--- src/rtl/core/ppbp_pkg.sv ---
// ----------------------------------------------------------------------------
// ppbp_pkg
// shared constants for the path perceptron branch predictor
// ----------------------------------------------------------------------------
package ppbp_pkg;

    // branch address width
    localparam int ADDR_W = 32;

    // limit register width
    localparam int LIMIT_W = 8;

    // operation codes
    localparam logic OP_PREDICT = 1'b0;
    localparam logic OP_UPDATE  = 1'b1;

    // configuration register indexes
    localparam logic CFG_UPPER_LIMIT = 1'b0;
    localparam logic CFG_LOWER_LIMIT = 1'b1;

    // limit reset values
    localparam logic signed [LIMIT_W-1:0] UPPER_LIMIT_RST = 8'sd126;
    localparam logic signed [LIMIT_W-1:0] LOWER_LIMIT_RST = -8'sd127;

endpackage

--- src/rtl/core/ppbp_modc.sv ---
// ----------------------------------------------------------------------------
// ppbp_modc
// remainder of an address by a constant, reciprocal multiply with one
// correction step, three register stages
// ----------------------------------------------------------------------------
module ppbp_modc #(
    parameter int DIVISOR = 16,
    localparam int REM_W = (DIVISOR > 1) ? $clog2(DIVISOR) : 1
) (
    input  logic                        clk,
    input  logic [ppbp_pkg::ADDR_W-1:0] value,
    output logic [REM_W-1:0]            rem
);

    localparam int W = ppbp_pkg::ADDR_W;
    localparam longint unsigned RECIP_WIDE = (64'd1 << W) / DIVISOR;
    localparam logic [W-1:0] RECIP =
        (RECIP_WIDE > {32'd0, {W{1'b1}}}) ? {W{1'b1}} : W'(RECIP_WIDE);
    localparam logic [W-1:0] DIV_C = W'(DIVISOR);

    logic [W-1:0]     val1_reg;
    logic [2*W-1:0]   prod_reg;
    logic [W-1:0]     val2_reg;
    logic [W-1:0]     qt_reg;
    logic [REM_W-1:0] rem_reg;

    logic [2*W-1:0]   prod_next;
    logic [W-1:0]     qt_next;
    logic [W-1:0]     diff;
    logic [REM_W-1:0] rem_next;

    always_comb
    begin
        prod_next = (2*W)'(value) * (2*W)'(RECIP);
        qt_next   = prod_reg[2*W-1:W] * DIV_C;
        diff      = val2_reg - qt_reg;
        rem_next  = (diff >= DIV_C) ? REM_W'(diff - DIV_C) : REM_W'(diff);
    end

    always_ff @(posedge clk)
    begin
        val1_reg <= value;
        prod_reg <= prod_next;
        val2_reg <= val1_reg;
        qt_reg   <= qt_next;
        rem_reg  <= rem_next;
    end

    assign rem = rem_reg;

endmodule

--- config.mk ---
export PLATFORM = sky130hd
export DESIGN_NAME = ppbp_modc
export DESIGN_NICKNAME = d
export VERILOG_FILES = /design/src/rtl/core/ppbp_pkg.sv /design/src/rtl/core/ppbp_modc.sv
export SDC_FILE = /design/constraint.sdc
export NUM_CORES = 1
export LEC_CHECK = 0
export BUFFER_PORTS_ARGS = -buffer_cell sky130_fd_sc_hd__buf_4
export CAP_MARGIN = 25
export CORE_AREA = 2 2 39 41
export DETAILED_ROUTE_END_ITERATION = 8
export DIE_AREA = 0 0 41 43
export PLACE_DENSITY_LB_ADDON = 0.12
export SLEW_MARGIN = 20
export SYNTH_ARGS = -nofsm -noshare
export SYNTH_HDL_FRONTEND = slang
export SYNTH_SLANG_ARGS = --single-unit
--- constraint.sdc ---
create_clock -name clk -period 0.8 [get_ports clk]
set_input_delay 0.04 -clock clk [delete_from_list [all_inputs] [get_ports clk]]
set_output_delay 0.04 -clock clk [all_outputs]
set_load 0.01 [all_outputs]
==> flow_metrics.tcl <==
set metrics [dict create \
    synth-seq-cells 12 \
    syn_inst 12 \
    fin_skew_ns 0.000215 \
    drc_errors 0 \
    critical_path.top_delay_family "flip-flops" \
    die_w_um 41 \
    maxSlewViolCount 0 \
    nMultiInputCombCells 0 \
    slew_headroom_pct 95.9 \
    synth_area_per_cell_um2 20.0 \
    synth_simple_gate_area_share_pct 0 \
    p_total_mw 1.02 \
    cp.buffers_inverters 1 \
    drt_iter0_drc 0 \
    rsz0062_at_grt "no" \
    cts.sink_count 12 \
    power_frac_clock_pct 32.5 \
    clkLatencyLatePin_ns 0.25 \
    fin_crit_sh_pct 90.4 \
    ctsRootBufferMaster "clkbuf_4" \
    final_hold_viol_count 0 \
    n_fill_cell 147 \
    tightest_slew_ns 0.0612 \
    yosysTopAreaCell "dfxtp_1" \
    ys_seq_area_share_pct 100 \
    cts_hold_buf 4 \
    maxCapViolCount 0 \
    grt_pass1_wl_um 338 \
    grt_max_degree 7 \
    cp-end-kind "output port" \
    synth_warnings 0 \
    wl_met2_um 110 \
    worst_slack_ns 0.0767 \
    fp.dieH_um 43 \
    cts.htree.levels 1 \
    grtUsageTotal_pct 3.83 \
    cts_resized 0 \
    grt_overflow 0 \
    synth_fa_ha_area_share_pct 0 \
    post_cts_buffers 0 \
    p_comb_share_pct 5.0 \
    synth_xor_area_share_pct 0 \
    crit_type "register to output port" \
    fp-row-count 14 \
    arrival_ns 0.68 \
    nets 62 \
    drive_gt1_share_pct 40.7 \
    cts_tree "built" \
    cts_buffers 3 \
    drt-vias-per-instance 3.12 \
    wl_per_cell_um 5.93 \
    initial_core_util_pct 17.4 \
    wl_met3_um 46 \
    dp_slack_ns 0.350 \
    ys_types 1 \
    syn-num-nets 45 \
    min_period_ns 0.723 \
    core_mm2 0.00138 \
    synth_area_um2 240 \
    start_kind "register" \
    cell_internal_pwr_mw 0.840 \
    num_vias 134 \
    p_leak_nw 0.170 \
    outcome "finished, final reports clean" \
    final_area_um2 383 \
    diodes 0 \
    final-setup-viol-count 0 \
    multi_input_area_um2 0 \
    routed_wirelength_um 255 \
    ir_worst_vdd_mv 0.663 \
    p_switching_mw 0.176 \
    fmax_mhz 1380 \
    numPortBuffers 8 \
    synth_compound_area_share_pct 0 \
    antenna_found_initial 0 \
    layout.cells.non_filler 43 \
    top_level_ports 37 \
    synth_area_leaders "dfxtp_1 (100%)" \
    first_pass_iters 1 \
    worstPathRequired_ns 0.76 \
    dpl_cell_area_um2 320 \
    p_per_area_mw_per_mm2 2650 \
    clkTransAtPathRegs_ns 0.06 \
    synthMuxAreaShare_pct 0 \
    power_switching_share_pct 17.3 \
    area_delta_synth_final_pct 59.4 \
    place_congestion 0.512 \
    fin_setup_tns_ns 0 \
    ant_nets 0 \
    routed.top_layer "met3" \
    clockBufferDepth 2 \
    crit_fanout 1 \
    crit_chain "buf_4" \
    wl_met1_um 98 \
    dp.cells 36 \
    min_path_type "register to register" \
    slowest_delay_ns 0.30 \
    grt_pass1_vias 113 \
    yosysTopAreaCellShare_pct 100 \
    seqPwrFrac_pct 62.6 \
    die_area_mm2 0.00176 \
    crit_slowest_cell "dfxtp_1" \
]
## layer usage
metal / up-vias / global-route usage [%]
met1: 60 / 2.61
met2: 8 / 3.75
met5: - / 0
met4: 0 / 8.00
met3: 0 / 3.14
li1: 66 / -
## cells in the mapped netlist
| cell | instances |
|---|---|
| dfxtp_1 | 12 |
## cell type report
cell class	instances	area (um^2)	share of cell area [%]
timing repair buffer	12	100	26.1
clock buffer	3	22.5	5.88
tap	16	20.0	5.23
sequential	12	240	62.7
## worst paths after layout
path	startpoint	slack, ns	endpoint	cells past startpoint
worst max-delay path	rem[0]$_DFF_P_	0.08	rem[0]	1
worst min-delay path	val1_reg[3]$_DFF_P_	0.33	val2_reg[3]$_DFF_P_	0
worst max register to register	val1_reg[1]$_DFF_P_	0.41	val2_reg[1]$_DFF_P_	0
worst min register to register	val1_reg[3]$_DFF_P_	0.33	val2_reg[3]$_DFF_P_	0
## power by group through the flow
stage	combinational (mW)	sequential, mW	clock (mW)
after CTS	0.0507	0.636	0.354
after floorplan	0	0.654	0
after detailed placement	0.0356	0.650	0
after global routing	0.0540	0.638	0.371
final	0.0504	0.635	0.330
after global placement	0.0353	0.648	0
## kinds of logic (layout without fill, tap and decap cells)
| kind of cell | after synthesis | count (layout) |
|---|---|---|
| flops | 12 | 12 |
| buf+inv | 0 | 15 |
## placed cells by master (no fill, tap or decap), drive strengths merged
| cell | instances |
|---|---|
| buf | 8 |
| clkbuf | 3 |
| dfxtp | 12 |
| dlygate4sd3 | 4 |
## through the flow
| step | util (%) | hold WS, ns |
|---|---|---|
| floorplan | - | 0.0677 |
| global placement | 23.1 | 0.145 |
| detailed placement | 23.1 | 0.146 |
| CTS | 27.7 | 0.329 |
| global route | 27.7 | 0.333 |
| finish | 27.7 | 0.326 |
(Power assumes the default switching activity.)
